<file path="src/rtl/sssc_pkg.sv">
// Shared types, codes and constants for the servo slew and settle controller.
// No dependencies; every other file in rtl/ imports this package.
package sssc_pkg;

    // Angle fixed point: fraction bits of the 1/256 degree unit
    localparam int ANGLE_FRAC_BITS = 8;
    localparam int ANGLE_W         = 16;
    localparam int TIME_W          = 32;
    localparam int RAMP_W          = 24;
    localparam int PROD_W          = RAMP_W + TIME_W;

    // Rounding half of one whole degree
    localparam int HALF_ANGLE = (ANGLE_FRAC_BITS > 0) ? (1 << (ANGLE_FRAC_BITS - 1)) : 0;

    // Step saturation: ramp * dt at or above this gives a step of at least 65535
    localparam int          STEP_X_W      = 26;
    localparam logic [25:0] STEP_SAT_LIM  = 26'd65536000;
    // floor(x / 1000) = (x * RECIP_1000) >> RECIP_SHIFT, exact for x < 2^26
    localparam int          RECIP_W       = 27;
    localparam logic [26:0] RECIP_1000    = 27'd68719477;
    localparam int          RECIP_SHIFT   = 36;

    // Operation codes
    localparam logic [2:0] OP_BEGIN  = 3'd0;
    localparam logic [2:0] OP_SET    = 3'd1;
    localparam logic [2:0] OP_TICK   = 3'd2;
    localparam logic [2:0] OP_ATTACH = 3'd3;
    localparam logic [2:0] OP_DETACH = 3'd4;

    // Configuration register indexes
    localparam int         CFG_IDX_W       = 3;
    localparam int         CFG_DATA_W      = 32;
    localparam logic [2:0] REG_MIN_ANGLE   = 3'd0;
    localparam logic [2:0] REG_MAX_ANGLE   = 3'd1;
    localparam logic [2:0] REG_RAMP_RATE   = 3'd2;
    localparam logic [2:0] REG_DEADBAND    = 3'd3;
    localparam logic [2:0] REG_SETTLE_TIME = 3'd4;
    localparam logic [2:0] REG_AUTO_DETACH = 3'd5;
    localparam logic [2:0] REG_CLOSED      = 3'd6;

    typedef struct packed {
        logic [2:0]  op;
        logic [15:0] angle;
        logic [31:0] time_ms;
    } t_in_word;

    typedef struct packed {
        logic        write_strobe;
        logic [7:0]  servo_degrees;
        logic [15:0] position;
        logic        attached;
        logic        on_target;
    } t_out_word;

    typedef struct packed {
        logic [15:0] min_angle;
        logic [15:0] max_angle;
        logic [23:0] ramp_rate;
        logic [15:0] deadband;
        logic [31:0] settle_time_ms;
        logic        auto_detach_enable;
        logic [15:0] closed_angle;
    } t_cfg;

    // Low limit is tested first: with crossed limits, values below lo still give lo
    function automatic logic [15:0] clamp_angle(input logic [15:0] a,
                                                input logic [15:0] lo,
                                                input logic [15:0] hi);
        if (a < lo) return lo;
        if (a > hi) return hi;
        return a;
    endfunction

    function automatic logic [15:0] abs_diff(input logic [15:0] a, input logic [15:0] b);
        return (a > b) ? (a - b) : (b - a);
    endfunction

endpackage

</file>
<file path="src/rtl/sssc_engine.sv">
// Servo state and single-pass update for one operation word.
// Depends on sssc_pkg for codes, clamp and distance helpers, and word types.
module sssc_engine
    import sssc_pkg::*;
(
    input  logic              i_clk,
    input  logic              i_rst_n,
    input  t_cfg              i_cfg,
    input  logic              i_ramp_load,
    input  logic [RAMP_W-1:0] i_ramp_value,
    input  logic              i_step,
    input  t_in_word          i_item,
    input  logic [PROD_W-1:0] i_pn,
    output t_out_word         o_res
);

    // Servo state; r_pl tracks ramp_rate * r_last so dt * ramp is a subtraction
    logic [15:0]       r_cur, r_tgt;
    logic [31:0]       r_last, r_since;
    logic [PROD_W-1:0] r_pl;
    logic              r_atf, r_att;

    logic [15:0]       n_cur, n_tgt;
    logic [31:0]       n_last, n_since;
    logic [PROD_W-1:0] n_pl;
    logic              n_atf, n_att, strobe;

    logic [15:0]       nt, cur_c, closed_c, span, step, step_q, moved, moved_c;
    logic              dt_zero, wrap, sat, ramp_zero;
    logic [PROD_W-1:0] p;
    logic [STEP_X_W-1:0] x;
    logic [STEP_X_W+RECIP_W-1:0] prod;
    logic              in_still, in_moved, detach;
    logic [31:0]       since_still, since_moved, settled_for;
    logic [15:0]       out_c;
    logic [16:0]       cmd_sum, cmd_whole;

    assign nt        = clamp_angle(i_item.angle, i_cfg.min_angle, i_cfg.max_angle);
    assign cur_c     = clamp_angle(r_cur, i_cfg.min_angle, i_cfg.max_angle);
    assign closed_c  = clamp_angle(i_cfg.closed_angle, i_cfg.min_angle, i_cfg.max_angle);
    assign ramp_zero = (i_cfg.ramp_rate == '0);
    assign dt_zero   = (i_item.time_ms == r_last);
    assign wrap      = (i_item.time_ms < r_last);

    // Ramp times elapsed ms, with the time wrap folded back in
    assign p = i_pn - r_pl + (wrap ? {i_cfg.ramp_rate, 32'h0} : {PROD_W{1'b0}});

    // Step = p / 1000, saturated at 65535
    assign sat    = (p[PROD_W-1:STEP_X_W] != '0) || (p[STEP_X_W-1:0] >= STEP_SAT_LIM);
    assign x      = p[STEP_X_W-1:0];
    assign prod   = {{RECIP_W{1'b0}}, x} * {{STEP_X_W{1'b0}}, RECIP_1000};
    assign step_q = prod[RECIP_SHIFT+15:RECIP_SHIFT];
    assign step   = sat ? 16'hFFFF : step_q;

    // Move toward target, never past it
    assign span    = abs_diff(r_tgt, r_cur);
    assign moved   = (step >= span) ? r_tgt :
                     (r_tgt > r_cur) ? (r_cur + step) : (r_cur - step);
    assign moved_c = clamp_angle(moved, i_cfg.min_angle, i_cfg.max_angle);

    // At-target tracking for the unmoved and the moved position
    assign in_still    = (span <= i_cfg.deadband);
    assign since_still = in_still ? (r_atf ? r_since : i_item.time_ms) : 32'h0;
    assign in_moved    = (abs_diff(r_tgt, moved_c) <= i_cfg.deadband);
    assign since_moved = in_moved ? (r_atf ? r_since : i_item.time_ms) : 32'h0;
    assign settled_for = i_item.time_ms - since_moved;

    // Auto detach once settled at the closed angle
    assign detach = i_cfg.auto_detach_enable
                 && (abs_diff(r_tgt, closed_c) <= i_cfg.deadband)
                 && in_moved && (since_moved != 32'h0)
                 && (settled_for >= i_cfg.settle_time_ms);

    // Next state for one operation
    always_comb begin
        n_cur   = r_cur;
        n_tgt   = r_tgt;
        n_last  = r_last;
        n_since = r_since;
        n_pl    = r_pl;
        n_atf   = r_atf;
        n_att   = r_att;
        strobe  = 1'b0;
        unique case (i_item.op)
            OP_BEGIN: begin
                n_att   = 1'b1;
                n_cur   = nt;
                n_tgt   = nt;
                n_last  = i_item.time_ms;
                n_pl    = i_pn;
                strobe  = 1'b1;
                n_since = i_item.time_ms;
                n_atf   = 1'b1;
            end
            OP_SET: begin
                if (nt != r_tgt) begin
                    n_tgt = nt;
                    if (!r_att) begin
                        n_att  = 1'b1;
                        n_cur  = cur_c;
                        strobe = 1'b1;
                        n_last = i_item.time_ms;
                        n_pl   = i_pn;
                    end
                    n_since = 32'h0;
                    n_atf   = 1'b0;
                    if (ramp_zero) begin
                        n_cur   = nt;
                        strobe  = 1'b1;
                        n_last  = i_item.time_ms;
                        n_pl    = i_pn;
                        n_since = i_item.time_ms;
                        n_atf   = 1'b1;
                    end
                end
            end
            OP_TICK: begin
                if (r_att) begin
                    n_last = i_item.time_ms;
                    n_pl   = i_pn;
                    if (!dt_zero) begin
                        if (ramp_zero) begin
                            n_atf   = in_still;
                            n_since = since_still;
                        end else begin
                            n_cur   = moved_c;
                            strobe  = 1'b1;
                            n_atf   = in_moved;
                            n_since = since_moved;
                            if (detach) begin
                                n_att = 1'b0;
                            end
                        end
                    end
                end
            end
            OP_ATTACH: begin
                if (!r_att) begin
                    n_att  = 1'b1;
                    n_cur  = cur_c;
                    strobe = 1'b1;
                    n_last = i_item.time_ms;
                    n_pl   = i_pn;
                end
            end
            OP_DETACH: begin
                n_att = 1'b0;
            end
            default: begin
            end
        endcase
    end

    // Commit state on a step; otherwise a ramp rewrite rescales the stored product
    always_ff @(posedge i_clk) begin
        if (!i_rst_n) begin
            r_cur   <= 16'h0;
            r_tgt   <= 16'h0;
            r_last  <= 32'h0;
            r_since <= 32'h0;
            r_pl    <= {PROD_W{1'b0}};
            r_atf   <= 1'b0;
            r_att   <= 1'b0;
        end else if (i_step) begin
            r_cur   <= n_cur;
            r_tgt   <= n_tgt;
            r_last  <= n_last;
            r_since <= n_since;
            r_pl    <= n_pl;
            r_atf   <= n_atf;
            r_att   <= n_att;
        end else if (i_ramp_load) begin
            r_pl <= {{TIME_W{1'b0}}, i_ramp_value} * {{RAMP_W{1'b0}}, r_last};
        end
    end

    // Whole-degree command from the clamped new position
    assign out_c     = clamp_angle(n_cur, i_cfg.min_angle, i_cfg.max_angle);
    assign cmd_sum   = {1'b0, out_c} + 17'(HALF_ANGLE);
    assign cmd_whole = cmd_sum >> ANGLE_FRAC_BITS;

    assign o_res.write_strobe  = strobe;
    assign o_res.servo_degrees = (cmd_whole > 17'd255) ? 8'hFF : cmd_whole[7:0];
    assign o_res.position      = n_cur;
    assign o_res.attached      = n_att;
    assign o_res.on_target     = n_atf;

endmodule

</file>
<file path="config.mk">
export PLATFORM = sky130hd
export DESIGN_NAME = sssc_engine
export DESIGN_NICKNAME = d
export VERILOG_FILES = /design/src/rtl/sssc_pkg.sv /design/src/rtl/sssc_engine.sv
export SDC_FILE = /design/constraint.sdc
export NUM_CORES = 2
export LEC_CHECK = 0
export BUFFER_PORTS_ARGS = -buffer_cell sky130_fd_sc_hd__buf_2
export CAP_MARGIN = 20
export CORE_AREA = 10 10 349 351
export CTS_BUF_LIST = sky130_fd_sc_hd__clkbuf_4 sky130_fd_sc_hd__clkbuf_8 sky130_fd_sc_hd__clkbuf_16
export CTS_CLUSTER_SIZE = 40
export DETAILED_ROUTE_END_ITERATION = 16
export DIE_AREA = 0 0 359 361
export GPL_TIMING_DRIVEN = 0
export PLACE_DENSITY = 0.72
export SLEW_MARGIN = 10
export SYNTH_ARGS = -nofsm -noshare
export SYNTH_HDL_FRONTEND = slang
export SYNTH_SLANG_ARGS = --single-unit
</file>
<file path="constraint.sdc">
create_clock -name i_clk -period 35.7 [get_ports i_clk]
set_input_delay 1.785 -clock i_clk [delete_from_list [all_inputs] [get_ports i_clk]]
set_output_delay 1.785 -clock i_clk [all_outputs]
set_load 0.05 [all_outputs]
</file>
==> impl_metrics.toml <==
[status]
status = "finished, final reports clean"

[setup_path]
r2r_slack_ns = 5.07
cp.required_ns = 33.91
critPathMaxFanout = 10
r2r_start = "r_pl[3]"
start_kind = "input port"
slowest_stage = "xor2_1"
end_kind = "output pin"
ff2ff_path_depth = 105
critical_path_class = "in2out"
worstReg2RegEnd = "r_att"
slowest_delay_ns = 0.77
cp.arrival_ns = 32.21

[hold_path]
hold_class = "reg2reg"
hold_depth = 1
min_to = "r_pl[19]"
worst_hold_startpoint = "r_pl[19]"

[clock_tree]
cts_root_buffer = "clkbuf_16"
cts_tree = "built"
clkSinkCount = 154
path_clk_slew_ns = 0.07
cts.path.max_buffers = 2
h-tree-depth = 4
hold_buffers = 0
cts_setup_buffers = 0
cts-resized-gates = 0
insertion_delay_ns = 0.51
cts_inserted_buffers = 17

[final_layout]
mostFrequentLayoutCells = "1331 x inv_1, 969 x ha_1, 964 x nand2_1"
final_nets = 10100
areaGrowthSynthToFinish_pct = 6.37
drive_gt1_share_pct = 5.33
fillCellCount = 10700
final_cells = 9493
layout_commonest_cell = "inv_1"

[placed_design]
port-buffer-count = 270
dp_hpwl_mm = 200
place_inst = 9451
place_congestion = 1.05

[yosys]
avgSynthCellArea_um2 = 8.21
synth-seq-area-share_pct = 4.91
synth_cells = 7648
synthArstFlopShare_pct = 0
syn_nets = 9773
syn-cell-area_um2 = 62800
synth_edf_count = 0
yosysWarnings = 0
ys_ff_latch = 154
synthDistinctLibCells = 93
synth_ff_type = "dfxtp_1"

[die]
coreArea_um2 = 115000
rows = 125
die_x_um = 359
io_pins = 283
die_y_um = 361
start_util_pct = 54.6
die_area_um2 = 130000

[route]
vias = 58600
vias_per_cell = 6.18
drtPass1Iterations = 6
route.detailed.drc = 0
avgRoutedWirePerCell_um = 24.8
drtIter0Drc = 6374
wl_mm = 236
drtAntennaViolNets = 0

[timing]
setup_violations = 0
period_needed_ns = 33.99
rsz0062_at_grt = "no"
final_max_slew_viol_count = 0
fin_skew_ns = 0.0306
hold_viol = 0
finalCritPeriodShare_pct = 95.2
setup_tns_ns = 0
tightest_slew_ns = 1.20
fmax_mhz = 29.4
relSlewSlack_pct = 17.8

[global_route]
track_usage_pct = 35.2
grt_first_pass_wirelength_mm = 353
antenna_found_initial = 18
grt_max_degree = 20
grt-ovfl-total = 0
first_global_vias = 57700

[job]
max-cap-violations = 0
## kinds of logic after synthesis
| family | synth area share [%] |
|---|---|
| fa+ha+maj | 48.0 |
| compound gates | 16.7 |
| xor+xnor | 2.98 |
| buf+inv | 10.0 |
| flops | 4.91 |
| simple gates | 15.3 |
| mux | 2.10 |
## area by class of cell
class | instances | area (um^2) | area share [%]
multi-input cells | 5826 | 53500 | 80.0
plain buffers | 336 | 1290 | 1.93
inverters | 1332 | 5000 | 7.48
clock buffers | 17 | 425 | 0.637
diodes | 9 | 22.5 | 0.0337
flip-flops and latches | 154 | 3080 | 4.61
well taps | 1524 | 1910 | 2.85
clock inverters | 15 | 188 | 0.281
repair buffers | 280 | 1420 | 2.12
## flip-flops by register name, indices dropped and copies added (netlist names)
register	cells
r_since	32
r_tgt	16
r_pl	56
r_cur	16
r_att	1
r_atf	1
r_last	32
## cells in the mapped netlist (46+ instances only)
cell type | count | area, um^2
inv_1 | 1331 | 5000
ha_1 | 969 | 12100
nand2_1 | 964 | 3620
fa_1 | 900 | 18000
a21oi_1 | 381 | 1910
clkbuf_1 | 315 | 1180
o21ai_0 | 296 | 1480
nor2_1 | 274 | 1030
and2_1 | 271 | 1700
a21o_1 | 182 | 1370
dfxtp_1 | 154 | 3080
xnor2_1 | 130 | 1140
nor2b_1 | 106 | 663
nand4_1 | 105 | 657
xor2_1 | 84 | 736
nand3_1 | 81 | 405
mux2i_1 | 77 | 771
nor3_1 | 74 | 370
a22oi_1 | 64 | 480
o21a_1 | 62 | 465
o22ai_1 | 59 | 369
nand2b_1 | 57 | 357
a211oi_1 | 47 | 353
a21boi_0 | 47 | 353
mux2_2 | 46 | 518
o21bai_1 | 46 | 345
## how the worst max path moves through the flow
stage                    end  cells past startpoint     from
finish              o_res[1]                    105  i_pn[3]
CTS                 o_res[1]                    106  i_pn[3]
floorplan           o_res[1]                    107  i_pn[3]
global route        o_res[1]                    106  i_pn[3]
detailed placement  o_res[1]                    106  i_pn[3]
global placement    o_res[1]                    104  i_pn[3]
## worst max-delay path: cells and delay by family
family | cells | cell delay, ns
buffers and inverters | 20 | 5.91
AOI/OAI and AO/OA | 48 | 13.77
xor gates and xnor gates | 4 | 1.39
and+or+nand+nor | 16 | 2.63
adders and majority gates | 16 | 6.25
muxes | 1 | 0.39
## stage by stage
step / setup WS (ns) / hold slack (ns) / cell area (um^2) / utilization (%)
2_1_floorplan: 8.77 / 0.454 / 62800 / -
3_5_place_dp: 2.43 / 0.486 / 66200 / 57.5
6_report: 1.71 / 0.508 / 66800 / 58.0
5_1_grt: 0.214 / 0.526 / 66800 / 58.0
3_3_place_gp: 0.193 / 0.482 / 66100 / 57.4
4_1_cts: 2.31 / 0.504 / 66800 / 58.0
## per-layer routing
metal	global-route usage [%]	part of all wire (%)	vias up
met5	0	0.034	-
met4	15.0	5.0	14
met3	10.2	12	597
met2	52.7	42	3239
met1	47.2	41	28800
li1	-	-	25900
Power is left out: the tool's default activity adds up to more than one toggle a clock period on the data nets, which glitch-free logic cannot reach.
