$ cat src/rtl/sssc_pkg.sv
// Shared types, codes and constants for the servo slew and settle controller.
// No dependencies; every other file in rtl/ imports this package.
package sssc_pkg;

    // Angle fixed point: fraction bits of the 1/256 degree unit
    localparam int ANGLE_FRAC_BITS = 8;
    localparam int ANGLE_W         = 16;
    localparam int TIME_W          = 32;
    localparam int RAMP_W          = 24;
    localparam int PROD_W          = RAMP_W + TIME_W;

    // Rounding half of one whole degree
    localparam int HALF_ANGLE = (ANGLE_FRAC_BITS > 0) ? (1 << (ANGLE_FRAC_BITS - 1)) : 0;

    // Step saturation: ramp * dt at or above this gives a step of at least 65535
    localparam int          STEP_X_W      = 26;
    localparam logic [25:0] STEP_SAT_LIM  = 26'd65536000;
    // floor(x / 1000) = (x * RECIP_1000) >> RECIP_SHIFT, exact for x < 2^26
    localparam int          RECIP_W       = 27;
    localparam logic [26:0] RECIP_1000    = 27'd68719477;
    localparam int          RECIP_SHIFT   = 36;

    // Operation codes
    localparam logic [2:0] OP_BEGIN  = 3'd0;
    localparam logic [2:0] OP_SET    = 3'd1;
    localparam logic [2:0] OP_TICK   = 3'd2;
    localparam logic [2:0] OP_ATTACH = 3'd3;
    localparam logic [2:0] OP_DETACH = 3'd4;

    // Configuration register indexes
    localparam int         CFG_IDX_W       = 3;
    localparam int         CFG_DATA_W      = 32;
    localparam logic [2:0] REG_MIN_ANGLE   = 3'd0;
    localparam logic [2:0] REG_MAX_ANGLE   = 3'd1;
    localparam logic [2:0] REG_RAMP_RATE   = 3'd2;
    localparam logic [2:0] REG_DEADBAND    = 3'd3;
    localparam logic [2:0] REG_SETTLE_TIME = 3'd4;
    localparam logic [2:0] REG_AUTO_DETACH = 3'd5;
    localparam logic [2:0] REG_CLOSED      = 3'd6;

    typedef struct packed {
        logic [2:0]  op;
        logic [15:0] angle;
        logic [31:0] time_ms;
    } t_in_word;

    typedef struct packed {
        logic        write_strobe;
        logic [7:0]  servo_degrees;
        logic [15:0] position;
        logic        attached;
        logic        on_target;
    } t_out_word;

    typedef struct packed {
        logic [15:0] min_angle;
        logic [15:0] max_angle;
        logic [23:0] ramp_rate;
        logic [15:0] deadband;
        logic [31:0] settle_time_ms;
        logic        auto_detach_enable;
        logic [15:0] closed_angle;
    } t_cfg;

    // Low limit is tested first: with crossed limits, values below lo still give lo
    function automatic logic [15:0] clamp_angle(input logic [15:0] a,
                                                input logic [15:0] lo,
                                                input logic [15:0] hi);
        if (a < lo) return lo;
        if (a > hi) return hi;
        return a;
    endfunction

    function automatic logic [15:0] abs_diff(input logic [15:0] a, input logic [15:0] b);
        return (a > b) ? (a - b) : (b - a);
    endfunction

endpackage

$ cat src/rtl/sssc_cfg_regs.sv
// Configuration register file of the servo slew and settle controller.
// Depends on sssc_pkg for register indexes and the t_cfg struct.
module sssc_cfg_regs
    import sssc_pkg::*;
(
    input  logic                  i_clk,
    input  logic                  i_rst_n,
    input  logic                  i_cfg_we,
    input  logic [CFG_IDX_W-1:0]  i_cfg_index,
    input  logic [CFG_DATA_W-1:0] i_cfg_data,
    output t_cfg                  o_cfg
);

    t_cfg r_cfg;

    // Write one register per enabled cycle; unknown indexes are dropped
    always_ff @(posedge i_clk) begin
        if (!i_rst_n) begin
            r_cfg.min_angle          <= 16'd0;
            r_cfg.max_angle          <= 16'd46080;
            r_cfg.ramp_rate          <= 24'd0;
            r_cfg.deadband           <= 16'd256;
            r_cfg.settle_time_ms     <= 32'd500;
            r_cfg.auto_detach_enable <= 1'b0;
            r_cfg.closed_angle       <= 16'd0;
        end else if (i_cfg_we) begin
            unique case (i_cfg_index)
                REG_MIN_ANGLE:   r_cfg.min_angle          <= i_cfg_data[15:0];
                REG_MAX_ANGLE:   r_cfg.max_angle          <= i_cfg_data[15:0];
                REG_RAMP_RATE:   r_cfg.ramp_rate          <= i_cfg_data[23:0];
                REG_DEADBAND:    r_cfg.deadband           <= i_cfg_data[15:0];
                REG_SETTLE_TIME: r_cfg.settle_time_ms     <= i_cfg_data;
                REG_AUTO_DETACH: r_cfg.auto_detach_enable <= i_cfg_data[0];
                REG_CLOSED:      r_cfg.closed_angle       <= i_cfg_data[15:0];
                default: begin
                end
            endcase
        end
    end

    assign o_cfg = r_cfg;

endmodule

$ cat config.mk
export PLATFORM = sky130hd
export DESIGN_NAME = sssc_cfg_regs
export DESIGN_NICKNAME = d
export VERILOG_FILES = /design/src/rtl/sssc_pkg.sv /design/src/rtl/sssc_cfg_regs.sv
export SDC_FILE = /design/constraint.sdc
export NUM_CORES = 1
export LEC_CHECK = 0
export BUFFER_PORTS_ARGS = -buffer_cell sky130_fd_sc_hd__buf_4
export CORE_ASPECT_RATIO = 1.5
export CORE_MARGIN = 2
export CORE_UTILIZATION = 40
export CTS_CLUSTER_SIZE = 14
export DETAILED_ROUTE_END_ITERATION = 10
export PLACE_DENSITY = 0.65
export SYNTH_ARGS = -nofsm -noshare
export SYNTH_HDL_FRONTEND = slang
export SYNTH_SLANG_ARGS = --single-unit
$ cat constraint.sdc
create_clock -name i_clk -period 4 [get_ports i_clk]
set_clock_uncertainty 0.15 [all_clocks]
set_input_delay 0.4 -clock i_clk [delete_from_list [all_inputs] [get_ports i_clk]]
set_output_delay 0.4 -clock i_clk [all_outputs]
set_load 0.005 [all_outputs]
==> results of run 1 <==
==> kinds of logic (layout without fill, tap and decap cells) <==
family	count (synthesis)	count (layout)	synth area share, %
flops	121	121	53.4
simple gates	170	170	16.2
mux	121	121	26.7
buf+inv	33	197	3.70
==> final cells by class <==
cell class | count | area, µm²
fillers | 1030 | 4650
flip-flops and latches | 121 | 2420
multi-input cells | 291 | 1960
repair buffers | 165 | 1240
clock buffers | 23 | 478
well taps | 147 | 184
clock inverters | 9 | 120
==> cell usage after synthesis (all sizes together) <==
cell type  count
nand2        142
dfxtp        121
mux2i        121
nor2b         21
buf           17
clkbuf        16
nand4b         3
and4bb         2
nor4bb         1
or4b           1
==> worst max-delay path: stages <==
cell and delay (ps):
buf_4 130, or4b_1 1000, mux2i_1 250
==> metal layers <==
metal	routed length, µm	vias up
li1	-	1771
met1	4620	1667
met4	310	0
met3	560	23
met2	6230	105
met5	0	-
==> through the flow <==
stage / hold slack, ps / std cells / area [µm²] / worst slack (ps) / total power [mW]
2_1_floorplan: 301 / 445 / 4540 / 2400 / 1.36
3_3_place_gp: 294 / 724 / 5810 / 1900 / 1.46
3_5_place_dp: 300 / 724 / 5810 / 1870 / 1.46
4_1_cts: 81.8 / 756 / 6400 / 2300 / 3.00
5_1_grt: 79.9 / 756 / 6400 / 2230 / 3.08
6_report: 96.0 / 756 / 6400 / 2310 / 2.97
==> worst min path at each step <==
stage                              end  slack (ps)  depth (start not counted)
3_5_place_dp    o_cfg[86]$_SDFFE_PN0P_         300                          2
2_1_floorplan  o_cfg[100]$_SDFFE_PN0P_         300                          2
3_3_place_gp    o_cfg[38]$_SDFFE_PN0P_         290                          2
6_report        o_cfg[44]$_SDFFE_PN0P_         100                          3
4_1_cts         o_cfg[46]$_SDFFE_PN0P_          80                          3
5_1_grt         o_cfg[46]$_SDFFE_PN0P_          80                          3
==> power breakdown <==
group / total (mW) / internal, mW / switching (mW)
combinational: 0.185 / 0.0914 / 0.0933
clock: 1.53 / 1.02 / 0.513
sequential: 1.25 / 1.23 / 0.0146
==> flow_summary_export.csv, run 1 <==
group,metric,value,unit
detailed_routing,wl_per_cell,15.5,µm
setup_path,regToRegSetupSlack,3200,ps
timing,finalCritPeriodShare,42.3,%
global_route,grt_max_degree,95,
synth,seq_area_frac_synth,53.4,%
synth,yosys.area.top_type_share,53.4,%
status,status,"complete, no violations",
cells_and_area,syn2layout_area_growth,41.2,%
floorplanning,coreArea,11100,µm²
clock_tree,clk_path_buf_depth,2,
detailed_routing,vias,3566,
placed_design,dp_hpwl,8140,µm
detailed_routing,drt_pass1_iterations,4,
global_route,grtUsageMet3,5.73,%
timing,slew_headroom,30.3,%
setup_path,cp-start-kind,"primary input",
timing,setup_violations,0,
global_route,antenna_found_initial,0,
synth,synthesis.area,4540,µm²
timing,slew_viol_final,0,
global_route,grt_pass1_vias,3657,
global_route,grt_pass1_wl,18800,µm
synth,synth_nets,483,
floorplanning,fp.dieW,91.0,µm
detailed_routing,vias_per_cell,4.72,
detailed_routing,wirelength,11700,µm
setup_path,r2r-end,"o_cfg[64]$_SDFFE_PN0P_",
clock_tree,post_cts_buffers,0,
setup_path,crit_end,"o_cfg[117]$_SDFFE_PN0P_",
setup_path,crit_start,"i_cfg_index[0]",
synth,syn_avg_cell_area,10.2,µm²
run,maxCapViolCount,0,
clock_tree,cts-root-buf,"clkbuf_16",
detailed_routing,drtIter0Drc,109,
clock_tree,clk_pin_slew,50,ps
global_route,use_met2,34.5,%
pwr,peakVddDrop,0.000283,V
timing,fmax,592,MHz
cells_and_area,layout-drive-gt1-share,32.3,%
synth,synth_area_leaders,"dfxtp_1 (53%), mux2i_1 (27%), nand2_1 (12%), nor2b_1 (2.9%), buf_2 (1.4%)",
clock_tree,cts_resized,0,
setup_path,crit_path_end_kind,"flip-flop",
cells_and_area,largest_reg_flops,121,
detailed_routing,drc,0,
clock_tree,clock_latency,410,ps
timing,rsz0062_at_grt,"no",
pwr,p_per_area,463,nW/µm²
min_path,hold_class,"primary input to flip-flop",
global_route,grt_util_met1,21.7,%
timing,setup-tns-final,0,ps
detailed_routing,antenna_left,0,
setup_path,critical_path_peak_fanout,16,
placed_design,portBuffers,158,
clock_tree,tritoncts,"built",
synth,yosys.area.top_type,"dfxtp_1",
synth,ys_seq_elements,121,
timing,min_period,1690,ps
cells_and_area,post-route-util,57.9,%
pwr,leakage,2.98,nW
setup_path,required,4100,ps
cells_and_area,final_cell_mix,"buf_4 (165), nand2_1 (142), mux2i_1 (121), dfxtp_1 (121), nor2b_1 (21)",
clock_tree,cts_sinks,121,
setup_path,timing.rr.start,"o_cfg[64]$_SDFFE_PN0P_",
clock_tree,cts_hold_buf,0,
floorplanning,die_h,134,µm
floorplanning,dieArea,12200,µm²
global_route,overflow,0,
floorplanning,start_util,41.0,%
synth,yosysUniqueCellTypes,14,
floorplanning,ios,159,
synth,synth-warning-count,0,
global_route,grtUsageTotal,19.7,%
cells_and_area,fin_nets,634,
setup_path,crit_type,"primary input to flip-flop",
cells_and_area,insertedDiodeCount,0,
timing,hold_viol,0,
synth,netlist_instances,445,
setup_path,r2r_cells,2,
clock_tree,htreeDepth,4,
placed_design,gp_congestion,0.740,
global_route,top_usage_layer,"met2",
min_path,min-delay-start,"i_cfg_data[27]",
cells_and_area,final_common_cell,"buf_4",
floorplanning,std_cell_rows,47,
clock_tree,numCtsBuffers,17,
setup_path,worstPathArrival,1790,ps
timing,worstMarginPinSlew,1040,ps
Power figures use the tool's default switching activity.
==> inputs of run 2 (changes only) <==
--- a/config.mk
+++ b/config.mk
@@ -11,7 +11,7 @@
 export CORE_UTILIZATION = 40
 export CTS_CLUSTER_SIZE = 14
 export DETAILED_ROUTE_END_ITERATION = 10
-export PLACE_DENSITY = 0.65
+export PLACE_DENSITY = 0.68
 export SYNTH_ARGS = -nofsm -noshare
 export SYNTH_HDL_FRONTEND = slang
 export SYNTH_SLANG_ARGS = --single-unit
==> constraint.sdc (replaced) <==
create_clock -name i_clk -period 1.5 [get_ports i_clk]
set_clock_uncertainty 0.15 [all_clocks]
set_input_delay 0.15 -clock i_clk [delete_from_list [all_inputs] [get_ports i_clk]]
set_output_delay 0.15 -clock i_clk [all_outputs]
set_load 0.005 [all_outputs]
==> run 2 against run 1 <==
Compared with the run above:
- register-to-register slack worse by 2500 ps
- routed wire length is 5.7% higher
- core utilization is 4.8 points higher
- critical path depth is 2 higher
- cell count is 6.0% higher
- clock power grew to 2.6 times the previous value
- sequential share of layout area is 2.9 points lower
==> flow_summary_export.csv, run 2 (synthesis gave the netlist of run 1 again) <==
group,metric,value,unit
status,status,"complete, no violations",
cells_and_area,insertedDiodeCount,0,
pwr,peakVddDrop,0.000723,V
floorplanning,coreArea,11100,µm²
detailed_routing,wl_per_cell,15.5,µm
clock_tree,htreeDepth,4,
cells_and_area,layout-drive-gt1-share,32.0,%
global_route,antenna_found_initial,0,
setup_path,timing.rr.start,"o_cfg[57]$_SDFFE_PN1P_",
detailed_routing,drt_pass1_iterations,4,
setup_path,required,1680,ps
setup_path,crit_path_end_kind,"flip-flop",
timing,hold_viol,0,
setup_path,crit_end,"o_cfg[32]$_SDFFE_PN0P_",
timing,slew_headroom,79.8,%
run,maxCapViolCount,0,
timing,hold_slack,41.5,ps
setup_path,cp-start-kind,"primary input",
setup_path,regToRegSetupSlack,720,ps
floorplanning,std_cell_rows,47,
detailed_routing,drtIter0Drc,65,
clock_tree,tritoncts,"built",
floorplanning,fp.dieW,91.0,µm
cells_and_area,fin_nets,680,
setup_path,critical_path_depth,5,
pwr,p_per_area,1150,nW/µm²
cells_and_area,syn2layout_area_growth,52.9,%
setup_path,crit_start,"i_rst_n",
detailed_routing,antenna_left,0,
clock_tree,post_cts_buffers,0,
cells_and_area,final_cell_mix,"buf_4 (169), nand2_1 (142), mux2i_1 (121), dfxtp_1 (121), dlygate4sd3_1 (32)",
setup_path,path_delay_family,"buffers and inverters",
timing,setup_violations,0,
min_path,hold_class,"primary input to flip-flop",
placed_design,dp_hpwl,8750,µm
pwr,leakage,3.20,nW
setup_path,r2r_cells,2,
global_route,grt_max_degree,40,
global_route,grtUsageTotal,21.0,%
global_route,grt_pass1_vias,3997,
detailed_routing,vias_per_cell,4.79,
floorplanning,start_util,41.0,%
timing,min_period,1360,ps
global_route,overflow,0,
detailed_routing,wirelength,12400,µm
floorplanning,die_h,134,µm
clock_tree,clk_path_buf_depth,2,
clock_tree,clock_latency,410,ps
clock_tree,cts_sinks,121,
timing,setup-tns-final,0,ps
floorplanning,ios,159,
cells_and_area,final_common_cell,"buf_4",
timing,slew_viol_final,0,
setup_path,cp_cell_sequence,"dlygate4sd3_1 -> buf_6 -> buf_12 -> nand2_1 -> mux2i_1",
timing,fmax,735,MHz
clock_tree,numCtsBuffers,17,
setup_path,slowest_delay,550,ps
setup_path,worstPathArrival,1540,ps
setup_path,critical-path-slowest-cell,"dlygate4sd3_1",
floorplanning,dieArea,12200,µm²
global_route,grt_pass1_wl,19900,µm
clock_tree,clk_pin_slew,50,ps
setup_path,cp.buffers_inverters,3,
timing,rsz0062_at_grt,"no",
timing,finalCritPeriodShare,90.7,%
placed_design,portBuffers,158,
setup_path,r2r-end,"o_cfg[57]$_SDFFE_PN1P_",
cells_and_area,fill_cells,940,
timing,worstMarginPinSlew,303,ps
setup_path,critical_path_peak_fanout,39,
setup_path,crit_type,"primary input to flip-flop",
clock_tree,cts-root-buf,"clkbuf_16",
cells_and_area,largest_reg_flops,121,
detailed_routing,drc,0,
detailed_routing,vias,3834,
placed_design,gp_congestion,0.769,
[run 2: cell type report]
type                       count  area [µm²]  share of cell area, %
tap                          147         184                   2.65
timing repair buffer         211        1780                   25.7
sequential                   121        2420                   34.9
clock inverter                 8         120                   1.73
clock buffer                  23         468                   6.75
multi-input combinational    291        1960                   28.3
[run 2: worst min-delay path by stage]
stage                   startpoint                endpoint  slack (ps)  cells after the start
floorplan           i_cfg_data[24]  o_cfg[41]$_SDFFE_PN0P_         140                      2
global placement    i_cfg_data[29]  o_cfg[46]$_SDFFE_PN0P_         260                      3
detailed placement  i_cfg_data[26]  o_cfg[43]$_SDFFE_PN0P_         270                      3
CTS                  i_cfg_data[3]  o_cfg[52]$_SDFFE_PN0P_          40                      3
global route        i_cfg_data[11]  o_cfg[76]$_SDFFE_PN0P_          70                      3
finish               i_cfg_data[1]  o_cfg[50]$_SDFFE_PN0P_          40                      3
[run 2: what timing repair did]
action,CTS,global route
hold buffers,32,0
gates resized for setup,0,1
hold endpoints to repair,72,0
setup endpoints to repair,0,3
[run 2: metrics by stage]
step	area (µm²)	util, %	total power [mW]	instances	setup slack [ps]
floorplan	4540	-	3.63	445	148
global placement	6020	54.5	3.94	738	31.5
detailed placement	6020	54.5	3.95	738	24.4
CTS	6930	62.7	8.05	801	72.5
global route	6940	62.7	8.27	801	41.7
finish	6940	62.7	7.98	801	139
[run 2: worst min-delay path, cell delays in order]
cell and delay, ps:
buf_4 80, nand2_1 160, mux2i_1 170
[run 2: metal layers]
metal | global-route usage [%] | vias to the layer above | wire, µm
met5 | 0 | - | 0
met4 | 11.7 | 0 | 526
met3 | 6.18 | 42 | 566
met2 | 37.8 | 111 | 6630
met1 | 21.4 | 1820 | 4670
li1 | - | 1861 | -
[run 2: where the power goes]
group	internal (mW)	switching, mW
logic	0.341	0.276
clock network	2.68	1.35
registers	3.29	0.0394
==> inputs of run 3 (changes only) <==
--- a/config.mk
+++ b/config.mk
@@ -6,12 +6,14 @@
 export NUM_CORES = 1
 export LEC_CHECK = 0
 export BUFFER_PORTS_ARGS = -buffer_cell sky130_fd_sc_hd__buf_4
+export CAP_MARGIN = 20
 export CORE_ASPECT_RATIO = 1.5
 export CORE_MARGIN = 2
-export CORE_UTILIZATION = 40
+export CORE_UTILIZATION = 46
+export CTS_BUF_LIST = sky130_fd_sc_hd__clkbuf_8
 export CTS_CLUSTER_SIZE = 14
 export DETAILED_ROUTE_END_ITERATION = 10
-export PLACE_DENSITY = 0.68
+export PLACE_DENSITY = 0.76
 export SYNTH_ARGS = -nofsm -noshare
 export SYNTH_HDL_FRONTEND = slang
 export SYNTH_SLANG_ARGS = --single-unit
==> run 3 against run 2 <==
Compared with the run above:
- critical path type unchanged
- sequential share of layout area is 0.79 points higher
- largest power group is now registers
- cell count decreased by 3.4%
- setup slack worse by 97 ps
- sequential power barely moved
- highest routed layer unchanged
- die area is 13% lower
- final area down 2.2%
- clock-buffer cell count shrank 6
- power is 13% lower
- largest cell class unchanged
- register-to-register slack got worse by 80 ps
==> flow_summary_export.csv, run 3 (synthesis gave the netlist of run 1 again) <==
group,metric,value,unit
floorplanning,die_h,126,µm
cells_and_area,largest_reg_flops,121,
detailed_routing,vias,3859,
timing,hold_viol,0,
setup_path,cp-start-kind,"primary input",
detailed_routing,vias_per_cell,4.99,
placed_design,portBuffers,158,
detailed_routing,drt_pass1_iterations,4,
detailed_routing,drc,0,
floorplanning,start_util,47.1,%
setup_path,crit_type,"primary input to flip-flop",
floorplanning,fp.dieW,85.1,µm
cells_and_area,fill_cells,704,
cells_and_area,final_cell_mix,"buf_4 (169), nand2_1 (142), mux2i_1 (121), dfxtp_1 (121), dlygate4sd3_1 (35)",
timing,setup-tns-final,0,ps
clock_tree,tritoncts,"built",
timing,slew_headroom,81.0,%
timing,worstMarginPinSlew,284,ps
placed_design,dp.cells,707,
detailed_routing,antenna_left,0,
detailed_routing,wl_per_cell,15.9,µm
cells_and_area,layout-drive-gt1-share,32.8,%
setup_path,critical_path_peak_fanout,16,
floorplanning,coreArea,9630,µm²
status,status,"complete, no violations",
setup_path,crit_path_end_kind,"flip-flop",
placed_design,gp_congestion,0.735,
pwr,leakage,3.14,nW
floorplanning,dieArea,10700,µm²
global_route,grt_pass1_vias,3928,
global_route,overflow,0,
clock_tree,cts-root-buf,"clkbuf_8",
floorplanning,std_cell_rows,44,
run,maxCapViolCount,0,
clock_tree,cts_sinks,121,
cells_and_area,fin_cells,774,
clock_tree,clock_latency,430,ps
cells_and_area,fin_nets,684,
cells_and_area,multi_input_area,1970,µm²
global_route,grtUsageTotal,23.5,%
timing,fmax,686,MHz
min_path,hold_class,"primary input to flip-flop",
timing,hold_slack,23.2,ps
cells_and_area,insertedDiodeCount,0,
timing,finalCritPeriodShare,97.2,%
timing,min_period,1460,ps
setup_path,required,1660,ps
timing,slew_viol_final,0,
detailed_routing,drtIter0Drc,159,
global_route,grt_max_degree,40,
timing,rsz0062_at_grt,"no",
pwr,p_per_area,1020,nW/µm²
pwr,p_total,6.93,mW
placed_design,place_area,6020,µm²
clock_tree,clk_path_buf_depth,2,
cells_and_area,seq_area,2420,µm²
cells_and_area,syn2layout_area_growth,49.5,%
detailed_routing,wirelength,12300,µm
cells_and_area,finalInstanceArea,6780,µm²
floorplanning,ios,159,
setup_path,worstPathArrival,1620,ps
clock_tree,numCtsBuffers,17,
global_route,antenna_found_initial,0,
placed_design,dp_hpwl,8320,µm
cells_and_area,final_common_cell,"buf_4",
clock_tree,htreeDepth,4,
timing,setup_violations,0,
clock_tree,clk_pin_slew,70,ps
pwr,peakVddDrop,0.000718,V
global_route,grt_pass1_wl,19600,µm
run 3: cell count changes in the layout (fill, tap and decap cells not counted), moves of 2 or more:
cell,previous run,this run
clkbuf_8,2,17
clkbuf_1,4,0
clkinv_4,0,3
clkbuf_16,17,0
clkinvlp_4,2,5
buf_12,9,11
dlygate4sd3_1,32,35
run 3: path summary, 6_finish.rpt:
kind / slack (ps) / to / startpoint / cells after the start
min: 20 / o_cfg[66]$_SDFFE_PN0P_ / i_cfg_data[1] / 3
max reg2reg: 640 / o_cfg[99]$_SDFFE_PN1P_ / o_cfg[99]$_SDFFE_PN1P_ / 2
min reg2reg: 310 / o_cfg[71]$_SDFFE_PN0P_ / o_cfg[71]$_SDFFE_PN0P_ / 2
max: 40 / o_cfg[117]$_SDFFE_PN0P_ / i_cfg_we / 5
run 3: layout make-up:
class                   count  area share (%)
repair buffers            215            27.1
clock buffers              17            3.45
multi-input cells         291            29.0
well taps                 115            2.12
clock inverters            15            2.62
flip-flops and latches    121            35.7
run 3: routing by layer:
metal,global-route usage (%),part of all wire (%)
met1,26.5,40
met2,39.2,51
met3,7.21,5.9
met4,12.6,3.8
met5,0,0
run 3: power by group:
| part | total [mW] | leakage (nW) | internal (mW) | switching, mW |
|---|---|---|---|---|
| registers | 3.32 | 0.980 | 3.28 | 0.0398 |
| logic | 0.632 | 1.97 | 0.352 | 0.280 |
| clock network | 2.98 | 0.194 | 1.64 | 1.34 |
run 3: critical path, cell delays in order:
cell,delay (ps)
dlygate4sd3_1,520
buf_4,140
or4b_4,480
buf_12,180
mux2i_1,130
run 3: metrics by stage:
stage,utilization (%),setup WS [ps]
6_report,70.4,42.7
5_1_grt,70.4,22.7
4_1_cts,70.4,29.9
3_5_place_dp,62.5,20.6
3_3_place_gp,62.5,51.2
2_1_floorplan,-,148
run 3: timing repair:
| item | 4_1_cts | 5_1_grt |
|---|---|---|
| setup buffers | 0 | 0 |
| endpoints found under the hold margin | 114 | 0 |
| gates resized for setup | 0 | 1 |
| setup endpoints to repair | 0 | 8 |
| hold buffers | 35 | 0 |
